File: src/design/rt_pkg.sv
// ----------------------------------------------------------------------------
// rt_pkg
// Shared types and constants for the rank transform block: payload widths,
// the element write request, the queued set command and the back-end states.
// ----------------------------------------------------------------------------
package rt_pkg;

	// Width of one stored element.
	localparam int DATA_W = 32;
	// Width of the emitted rank.
	localparam int RANK_W = 6;
	// Element count width at the largest supported capacity (64 entries).
	localparam int CNT_W = 7;
	// Element index width at the largest supported capacity.
	localparam int IDX_W = 6;

	// One element written into the store by the front end.
	typedef struct packed {
		logic              en;
		logic              bank;
		logic [IDX_W-1:0]  idx;
		logic [DATA_W-1:0] data;
	} rt_wr_t;

	// A closed set waiting to be ranked.
	typedef struct packed {
		logic             bank;
		logic [CNT_W-1:0] count;
		logic             ovf;
	} rt_cmd_t;

	// The back end hands a bank back to the front end.
	typedef struct packed {
		logic vld;
		logic bank;
	} rt_release_t;

	typedef enum logic [2:0] {
		BK_IDLE,
		BK_KEY,
		BK_SCAN,
		BK_DRAIN,
		BK_EMIT
	} rt_back_state_t;

endpackage

File: src/design/rt_cmdq.sv
// ----------------------------------------------------------------------------
// rt_cmdq
// Two-entry queue of closed sets between the front end and the back end.
// ----------------------------------------------------------------------------
module rt_cmdq (
	input  logic            clk,
	input  logic            arst_n,
	input  logic            push,
	input  rt_pkg::rt_cmd_t cmd_in,
	output logic            full,
	input  logic            pop,
	output rt_pkg::rt_cmd_t head,
	output logic            vld
);
	import rt_pkg::*;

	rt_cmd_t    entries_q [2];
	logic       wr_ptr_q;
	logic       rd_ptr_q;
	logic [1:0] cnt_q;

	assign full = (cnt_q == 2'd2);
	assign vld  = (cnt_q != 2'd0);
	assign head = entries_q[rd_ptr_q];

	always_ff @(posedge clk) begin
		if (push) begin
			entries_q[wr_ptr_q] <= cmd_in;
		end
	end

	always_ff @(posedge clk or negedge arst_n) begin
		if (!arst_n) begin
			wr_ptr_q <= 1'b0;
			rd_ptr_q <= 1'b0;
			cnt_q    <= 2'd0;
		end else begin
			if (push) begin
				wr_ptr_q <= !wr_ptr_q;
			end
			if (pop) begin
				rd_ptr_q <= !rd_ptr_q;
			end
			case ({push, pop})
				2'b10:   cnt_q <= cnt_q + 2'd1;
				2'b01:   cnt_q <= cnt_q - 2'd1;
				default: cnt_q <= cnt_q;
			endcase
		end
	end

`ifndef ASSERT_OFF
	a_no_overrun: assert property (@(posedge clk) disable iff (!arst_n)
		push |-> !full)
		else $error("set command pushed into a full queue");
	a_no_underrun: assert property (@(posedge clk) disable iff (!arst_n)
		pop |-> vld)
		else $error("set command popped from an empty queue");
`endif

endmodule

File: config.mk
export PLATFORM = sky130hd
export DESIGN_NAME = rt_cmdq
export DESIGN_NICKNAME = d
export VERILOG_FILES = /design/src/design/rt_pkg.sv /design/src/design/rt_cmdq.sv
export SDC_FILE = /design/constraint.sdc
export NUM_CORES = 1
export LEC_CHECK = 0
export BUFFER_PORTS_ARGS = -buffer_cell sky130_fd_sc_hd__buf_2
export CAP_MARGIN = 25
export CORE_MARGIN = 3
export CORE_UTILIZATION = 52
export CTS_BUF_LIST = sky130_fd_sc_hd__clkbuf_4 sky130_fd_sc_hd__clkbuf_8 sky130_fd_sc_hd__clkbuf_16
export DETAILED_ROUTE_END_ITERATION = 12
export PLACE_DENSITY = 0.83
export SETUP_SLACK_MARGIN = 0.3
export SLEW_MARGIN = 20
export SYNTH_ARGS = -nofsm -noshare
export SYNTH_HDL_FRONTEND = slang
export SYNTH_SLANG_ARGS = --single-unit
export TNS_END_PERCENT = 20
File: constraint.sdc
create_clock -name clk -period 1.9 [get_ports clk]
set_clock_uncertainty 0.1 [all_clocks]
set_input_delay 0.095 -clock clk [delete_from_list [all_inputs] [get_ports clk]]
set_output_delay 0.095 -clock clk [all_outputs]
set_load 0.005 [all_outputs]
==> impl_metrics.py <==
metrics = {
    "timing": {
        "timing.final.max_slew_violations": 0,
        "max_slew_margin": 0.7274,
        "tightest_slew_ps": 408.9,
        "finalCritPeriodShare": 0.8028,
        "hold_viol": 0,
        "period_needed_ps": 1525,
        "fin_hold_ws_ps": 390.5,
        "fmax_ghz": 0.6556,
        "rsz0062_at_grt": "false",
        "setup-tns-final_ps": 0,
        "setup_viol": 0,
    },
    "routing": {
        "drcViolationCount": 0,
        "drt-total-wl_mm": 1.446,
        "drt_pre_antenna_iters": 4,
        "via_count": 497,
        "drt_iter0_markers": 8,
        "viasPerCell": 5.020,
        "routedWlPerCell_um": 14.61,
        "ant_nets": 0,
    },
    "clock_network": {
        "cts_tree": "done",
        "clk_latency_ps": 300,
        "htreeDepth": 1,
        "clockRootBuffer": "clkbuf_4",
        "cts_sinks": 22,
        "cts_buffer_depth": 2,
        "cts_made_buffers": 3,
        "clk_pin_slew_ps": 120,
    },
    "worst_setup_path": {
        "crit_fanout": 10,
        "path_class": "flop to output port",
        "rrSetupSlack_ps": 570,
        "cp.required_ps": 1700,
        "crit_path_cell_trace": "mux2_2 -> buf_2",
        "reg2reg_from": "wr_ptr_q",
        "r2r_end": "entries_q[0][3]",
        "r2r_cells": 2,
        "start_kind": "flop",
        "crit_path_end": "head[4]",
        "cp_slowest_stage_delay_ps": 520,
        "end_kind": "output port",
        "critical_path.startpoint": "rd_ptr_q",
        "cp_slowest_cell": "dfrtp_2",
        "cp.arrival_ps": 1330,
    },
    "floorplanning": {
        "core_um2": 1399,
        "row_count": 13,
        "die_w_um": 46.09,
        "ios": 24,
        "die_area_um2": 2124,
        "die_height_um": 46.09,
        "start_util": 0.5975,
    },
    "grt": {
        "grt_pass1_vias": 524,
        "use_met2": 0.2775,
        "use_met3": 0.03516,
        "gr-total-overflow": 0,
        "grtUsageTotal": 0.1521,
        "grt_pass1_wl_mm": 2.194,
        "top_usage_layer": "met2",
        "use_met1": 0.1714,
        "antenna_found_initial": 0,
        "grt_max_degree": 14,
    },
    "synth": {
        "synth_cell_types": 12,
        "syn_area_um2": 835.8,
        "ys_seq_elements": 22,
        "syn_area_per_cell_um2": 19.00,
        "yosysSeqAreaShare": 0.7665,
        "synthCells": 44,
        "synth_nets": 58,
        "ys_warn_count": 0,
    },
    "finish": {
        "area_growth_pct": 38.32,
        "final_cells": 99,
        "diodes": 0,
        "nets": 99,
        "drive_gt1_frac": 0.4762,
    },
    "power": {
        "p_per_area_nw_per_um2": 1281,
        "ir_worst_vdd_mv": 0.8326,
        "p_leak_nw": 0.4722,
    },
    "placement": {
        "io_buffers": 23,
        "globalplace.congestion": 0.7078,
        "place_hpwl_um": 975.3,
        "dpl.cell_count": 82,
    },
    "run": {
        "drv_cap": 0,
    },
    "min_path": {
        "min_path_type": "flop to flop",
        "whs_path_depth": 1,
    },
    "outcome": {
        "status": "complete, no violations",
    },
}
-- placed cells by master (no fill, tap or decap), drive strengths merged --
cell type	instances
ha	1
inv	1
nor2	2
xor2	3
edfxtp	18
buf	24
dlygate4sd3	13
dfrtp	4
or2	1
xnor2	2
mux2	9
clkbuf	3
and2b	1
bufinv	1
and2	1
-- worst min-delay path by stage --
stage                           end  slack (ps)      start
finish                     cnt_q[1]         390   cnt_q[1]
global route        entries_q[1][4]         400  cmd_in[4]
CTS                        wr_ptr_q           8     arst_n
detailed placement         wr_ptr_q        -200     arst_n
global placement           wr_ptr_q        -190     arst_n
floorplan                  cnt_q[0]        -300     arst_n
-- timing repair --
item,4_1_cts,5_1_grt
hold buffers,12,1
hold endpoints to repair,24,4
setup endpoints to repair,9,0
setup buffers,0,0
gates resized for setup,1,0
-- through the flow --
stage               setup WS, ps  power, mW  instance area, µm²  utilization
detailed placement         581.9      1.123               972.2       0.6950
CTS                        364.2      1.486                1146       0.8193
floorplan                  616.8     0.9615               835.8            -
finish                     374.7      1.482                1156       0.8265
global placement           632.1      1.104               972.2       0.6950
global route               315.0      1.556                1156       0.8265
-- logic make-up after synthesis --
kind of cell / Yosys count / synth area share
xor+xnor: 5 / 0.05240
flops: 22 / 0.7665
buf+inv: 2 / 0.01047
simple gates: 5 / 0.03445
fa+ha+maj: 1 / 0.01497
mux: 9 / 0.1213
-- power by group --
part	internal (mW)	total, mW	switching [mW]	leakage [nW]
clock	0.213	0.349	0.136	0.0279
combinational	0.238	0.388	0.150	0.230
sequential	0.655	0.744	0.0889	0.215
total	1.11	1.48	0.375	0.472
-- cell usage after synthesis --
cell type	n	area share
edfxtp_1	18	0.65
mux2_2	9	0.12
xnor2_1	2	0.021
buf_2	1	0.0060
dfrtp_1	4	0.12
nor2_1	2	0.0090
ha_1	1	0.015
xor2_1	3	0.031
inv_1	1	0.0045
and2b_2	1	0.010
and2_1	1	0.0075
or2_2	1	0.0075
-- layout make-up --
cell class                 count  area, µm²
clock inverter                 1      30.03
inverter                       1      3.754
fill                          70      242.7
clock buffer                   3      22.52
tap                           15      18.77
sequential                    22      641.9
multi-input combinational     20      186.4
timing repair buffer          37      252.7
-- layer usage --
metal	routed length [µm]	part of all wire
met1	558	0.39
met2	819	0.57
met3	66	0.046
met4	2	0.0014
met5	0	0
-- state kept, by name, summed over array words and instances, names as in the netlist --
signal and count:
entries_q 18, cnt_q 2, wr_ptr_q 1, rd_ptr_q 1
-- critical path, delay by kind of cell, from the launching register on --
family | cells | cell delay (ps)
buffers and inverters | 1 | 130
multiplexers | 1 | 380
flip-flops | 1 | 520
No activity file was read; power rests on OpenSTA's default activity.
