<file path="config.mk">
export PLATFORM = sky130hd
export DESIGN_NAME = rt_front
export DESIGN_NICKNAME = d
export VERILOG_FILES = /design/src/design/rt_pkg.sv /design/src/design/rt_front.sv
export SDC_FILE = /design/constraint.sdc
export NUM_CORES = 1
export LEC_CHECK = 0
export BUFFER_PORTS_ARGS = -buffer_cell sky130_fd_sc_hd__buf_2
export CAP_MARGIN = 20
export CORE_ASPECT_RATIO = 0.7
export CORE_MARGIN = 8
export CORE_UTILIZATION = 30
export CTS_CLUSTER_SIZE = 10
export DETAILED_ROUTE_END_ITERATION = 12
export GPL_ROUTABILITY_DRIVEN = 0
export PLACE_DENSITY = 0.71
export SETUP_SLACK_MARGIN = 0.3
export SLEW_MARGIN = 20
export SYNTH_ARGS = -nofsm -noshare
export SYNTH_HDL_FRONTEND = slang
export SYNTH_SLANG_ARGS = --single-unit
</file>
<file path="constraint.sdc">
create_clock -name clk -period 1.3 [get_ports clk]
set_input_delay 0.26 -clock clk [delete_from_list [all_inputs] [get_ports clk]]
set_output_delay 0.26 -clock clk [all_outputs]
set_load 0.02 [all_outputs]
</file>
<file path="src/design/rt_pkg.sv">
// ----------------------------------------------------------------------------
// rt_pkg
// Shared types and constants for the rank transform block: payload widths,
// the element write request, the queued set command and the back-end states.
// ----------------------------------------------------------------------------
package rt_pkg;

	// Width of one stored element.
	localparam int DATA_W = 32;
	// Width of the emitted rank.
	localparam int RANK_W = 6;
	// Element count width at the largest supported capacity (64 entries).
	localparam int CNT_W = 7;
	// Element index width at the largest supported capacity.
	localparam int IDX_W = 6;

	// One element written into the store by the front end.
	typedef struct packed {
		logic              en;
		logic              bank;
		logic [IDX_W-1:0]  idx;
		logic [DATA_W-1:0] data;
	} rt_wr_t;

	// A closed set waiting to be ranked.
	typedef struct packed {
		logic             bank;
		logic [CNT_W-1:0] count;
		logic             ovf;
	} rt_cmd_t;

	// The back end hands a bank back to the front end.
	typedef struct packed {
		logic vld;
		logic bank;
	} rt_release_t;

	typedef enum logic [2:0] {
		BK_IDLE,
		BK_KEY,
		BK_SCAN,
		BK_DRAIN,
		BK_EMIT
	} rt_back_state_t;

endpackage

</file>
<file path="src/design/rt_front.sv">
// ----------------------------------------------------------------------------
// rt_front
// Accepts input transactions, writes each element into the active bank,
// tracks count and overflow, and on the closing element queues the set.
// ----------------------------------------------------------------------------
module rt_front #(
	parameter int MAX_ELEMENTS = 64
) (
	input  logic                      clk,
	input  logic                      arst_n,
	input  logic                      in_valid,
	output logic                      in_ready,
	input  logic [rt_pkg::DATA_W-1:0] value,
	input  logic                      final_req,
	input  logic                      q_full,
	output logic                      q_push,
	output rt_pkg::rt_cmd_t           q_cmd,
	output rt_pkg::rt_wr_t            wr,
	input  rt_pkg::rt_release_t       release_bank
);
	import rt_pkg::*;

	localparam int AW = $clog2(MAX_ELEMENTS);
	localparam int CW = $clog2(MAX_ELEMENTS + 1);
	localparam logic [CW-1:0] MAX_CNT = CW'(MAX_ELEMENTS);

	logic [CW-1:0] count_q;
	logic          ovf_q;
	logic          bank_q;
	logic [1:0]    busy_q;

	logic          accept;
	logic          has_room;
	logic [CW-1:0] n_total;

	assign in_ready = !busy_q[bank_q] && !q_full;
	assign accept   = in_valid && in_ready;
	assign has_room = (count_q < MAX_CNT);
	assign n_total  = has_room ? (count_q + CW'(1)) : count_q;

	assign wr.en   = accept && has_room;
	assign wr.bank = bank_q;
	assign wr.idx  = IDX_W'(count_q[AW-1:0]);
	assign wr.data = value;

	assign q_push      = accept && final_req;
	assign q_cmd.bank  = bank_q;
	assign q_cmd.count = CNT_W'(n_total);
	assign q_cmd.ovf   = ovf_q || !has_room;

	always_ff @(posedge clk or negedge arst_n) begin
		if (!arst_n) begin
			count_q <= '0;
			ovf_q   <= 1'b0;
			bank_q  <= 1'b0;
		end else if (accept) begin
			if (final_req) begin
				count_q <= '0;
				ovf_q   <= 1'b0;
				bank_q  <= !bank_q;
			end else if (has_room) begin
				count_q <= count_q + CW'(1);
			end else begin
				ovf_q <= 1'b1;
			end
		end
	end

	// A bank stays busy from the moment its set is queued until the back end
	// has loaded the last rank of that set into its output register.
	always_ff @(posedge clk or negedge arst_n) begin
		if (!arst_n) begin
			busy_q <= '0;
		end else begin
			for (int b = 0; b < 2; b++) begin
				if (q_push && (bank_q == b[0])) begin
					busy_q[b] <= 1'b1;
				end else if (release_bank.vld && (release_bank.bank == b[0])) begin
					busy_q[b] <= 1'b0;
				end
			end
		end
	end

`ifndef ASSERT_OFF
	a_no_write_busy: assert property (@(posedge clk) disable iff (!arst_n)
		wr.en |-> !busy_q[wr.bank])
		else $error("element written into a bank that is still being ranked");
`endif

endmodule

</file>
==> results.json <==
{
  "via_per_inst": 4.75,
  "die-area_um2": 5180,
  "multiInputGateArea_um2": 493,
  "min_from": "release_bank[0]",
  "io_buffer_count": 25,
  "drc": 0,
  "rsz0062_at_grt": "true",
  "antenna_left": 0,
  "numCtsBuffers": 3,
  "clk_pin_slew_worst_paths_ps": 60,
  "synth.cell_area_um2": 932,
  "crit_type": "register to output port",
  "violations": "setup timing",
  "htreeDepth": 1,
  "maxSlewViolCount": 0,
  "final_nets": 176,
  "grt_first_pass_wirelength_mm": 4.08,
  "core_um2": 3060,
  "finalSetupViolations": 23,
  "cts_buffer_depth": 2,
  "fin_tns_setup_ps": -4350,
  "num_vias": 821,
  "p_total_mw": 2.47,
  "synth_seq_area_share": 0.295,
  "hold_path_end": "busy_q[0]$_DFFE_PN0P_",
  "final_cell_area_um2": 1510,
  "critPathArrivalTime_ps": 1350,
  "clock_skew_ps": 8.34,
  "syn_avg_cell_area_um2": 8.71,
  "startpoint": "count_q[1]$_DFFE_PN0N_",
  "timing.rr.start": "bank_q$_DFFE_PN0N_",
  "p_per_area_nw_per_um2": 1640,
  "crit_path_end_kind": "output port",
  "die_w_um": 82.6,
  "num_io_pins": 90,
  "worstMarginPinSlew_ps": 316,
  "max_clock_freq_mhz": 621,
  "cts.sinks": 11,
  "cts_tree": "done",
  "drt-total-wl_mm": 2.67,
  "dpl-instance-area_um2": 1030,
  "hpwl_mm": 1.77,
  "fin_crit_sh": 1.24,
  "drtPass1Iterations": 4,
  "worst_setup_path_start_kind": "register",
  "maxCapViolCount": 0,
  "hp-class": "input pin to register",
  "ff2ff_path_depth": 7,
  "avgRoutedWirePerCell_um": 15.5,
  "critPathMaxFanout": 3,
  "layout-drive-gt1-share": 0.763,
  "cts_root_buf": "clkbuf_8",
  "whs_ps": 313,
  "initialDrtViolationCount": 22,
  "fin_ws_ps": -311,
  "r2r_end": "count_q[0]$_DFFE_PN0N_",
  "crit_required_ps": 1040,
  "syn_inst": 107,
  "antenna_found_initial": 0,
  "peakVddDrop_mv": 1.07,
  "max_slew_margin": 0.787,
  "r2r_slack_ps": -230,
  "n_antenna_cell": 0,
  "grt_overflow_total": 0,
  "final-seq-area_um2": 282,
  "yosysUniqueCellTypes": 28,
  "status": "complete, but fails checks",
  "ys_ff_latch": 11,
  "grt_pass1_vias": 850,
  "start_util": 0.304,
  "hold_violations": 0,
  "syn_to_final_growth_pct": 61.9,
  "rows": 17,
  "fill_cells": 278,
  "die_h_um": 62.6,
  "synth_warnings": 0,
  "leakagePower_nw": 0.735,
  "gr-usage-all-layers": 0.0996,
  "whs_path_depth": 3,
  "clock_latency_ps": 250,
  "finalCriticalPeriod_ps": 1610,
  "grt_max_degree": 12,
  "synthesis.nets": 147
}
registers in the layout, indices dropped and copies added (netlist names):
register / count
busy_q: 2
ovf_q: 1
bank_q: 1
count_q: 7
cells by family (layout without fill, tap and decap cells):
| logic type | count (synthesis) | count (layout) | share of synthesized area |
|---|---|---|---|
| fa+ha+maj | 1 | 1 | 0.0134 |
| buf+inv | 46 | 74 | 0.364 |
| flops | 11 | 11 | 0.295 |
| compound gates | 16 | 16 | 0.111 |
| xor+xnor | 6 | 6 | 0.0564 |
| simple gates | 25 | 25 | 0.137 |
| mux | 2 | 2 | 0.0228 |
power by group:
part	switching (mW)	internal (mW)
clock	0.142	0.216
sequential	0.128	0.434
combinational	0.662	0.891
total	0.933	1.54
placed cells by master, fill, tap and decap left out, drive strengths merged:
cell         Yosys  routed
a211o            1       1
nand4b           1       1
or2              1       1
a32o             1       1
dfrtp           11      11
nand2b           2       2
nor3             1       1
buf             43      66
ha               1       1
nand3            1       1
nor2b            2       2
nor4             1       1
inv              3       3
xor2             1       1
nand4            1       1
and2             1       1
mux2i            1       1
nand2            8       8
a22o             3       3
a21oi            4       4
clkbuf           0       4
xnor2            5       5
o21ai            7       7
mux2             1       1
nor2             6       6
dlygate4sd3      0       1
stage by stage:
stage               worst slack [ps]  instances  utilization
floorplan                      -73.5        107            -
global placement               -99.2        150        0.337
detailed placement              -127        150        0.337
CTS                             -316        165        0.442
global route                    -363        173        0.493
finish                          -311        173        0.493
critical path, cell delays in order (launching register included):
cell and delay [ps]:
dfrtp_2 450, ha_4 240, mux2_4 280, buf_6 130
cells in the mapped netlist (all sizes together):
master  count  area, um2
nand2b      2       12.5
a211o       1       8.76
xor2        1       8.76
o21ai       7       38.8
nand4b      1       15.0
ha          1       12.5
a21oi       4       20.0
inv         3       11.3
nor2b       2       12.5
or2         1       6.26
a32o        1       10.0
nand3       1       5.00
a22o        3       26.3
and2        1       6.26
nor3        1       5.00
buf        43        328
xnor2       5       43.8
mux2i       1       10.0
mux2        1       11.3
nand2       8       30.0
nor2        6       22.5
nand4       1       6.26
nor4        1       6.26
dfrtp      11        275
area by class of cell:
type                       count  area share
clock buffer                   4      0.0299
tap                           38      0.0315
sequential                    11       0.187
inverter                       3      0.0108
timing repair buffer          67       0.415
multi-input combinational     50       0.327
worst max path at each step:
stage / endpoint / slack [ps] / depth (start not counted)
after global placement: count_q[0]$_DFFE_PN0N_ / -100 / 5
after detailed placement: count_q[0]$_DFFE_PN0N_ / -130 / 5
after CTS: q_cmd[6] / -320 / 4
after global routing: q_cmd[5] / -360 / 5
final: q_cmd[2] / -310 / 3
after floorplan: q_cmd[6] / -70 / 4
timing repair:
item	4_1_cts	5_1_grt
cloned	0	0
setup buffers	10	8
pin swaps	9	5
endpoints found under the setup margin	30	30
hold buffers	1	0
resized for setup	56	26
hold endpoints to repair	11	0
per-layer routing:
layer	global-route usage	vias to the layer above	wire [um]	share of wire
met5	0	-	0	0
met2	0.151	34	1280	0.48
met3	0.0287	21	216	0.081
met4	0.0773	0	118	0.044
li1	-	369	-	-
met1	0.113	397	1060	0.40
(Power assumes the default switching activity.)
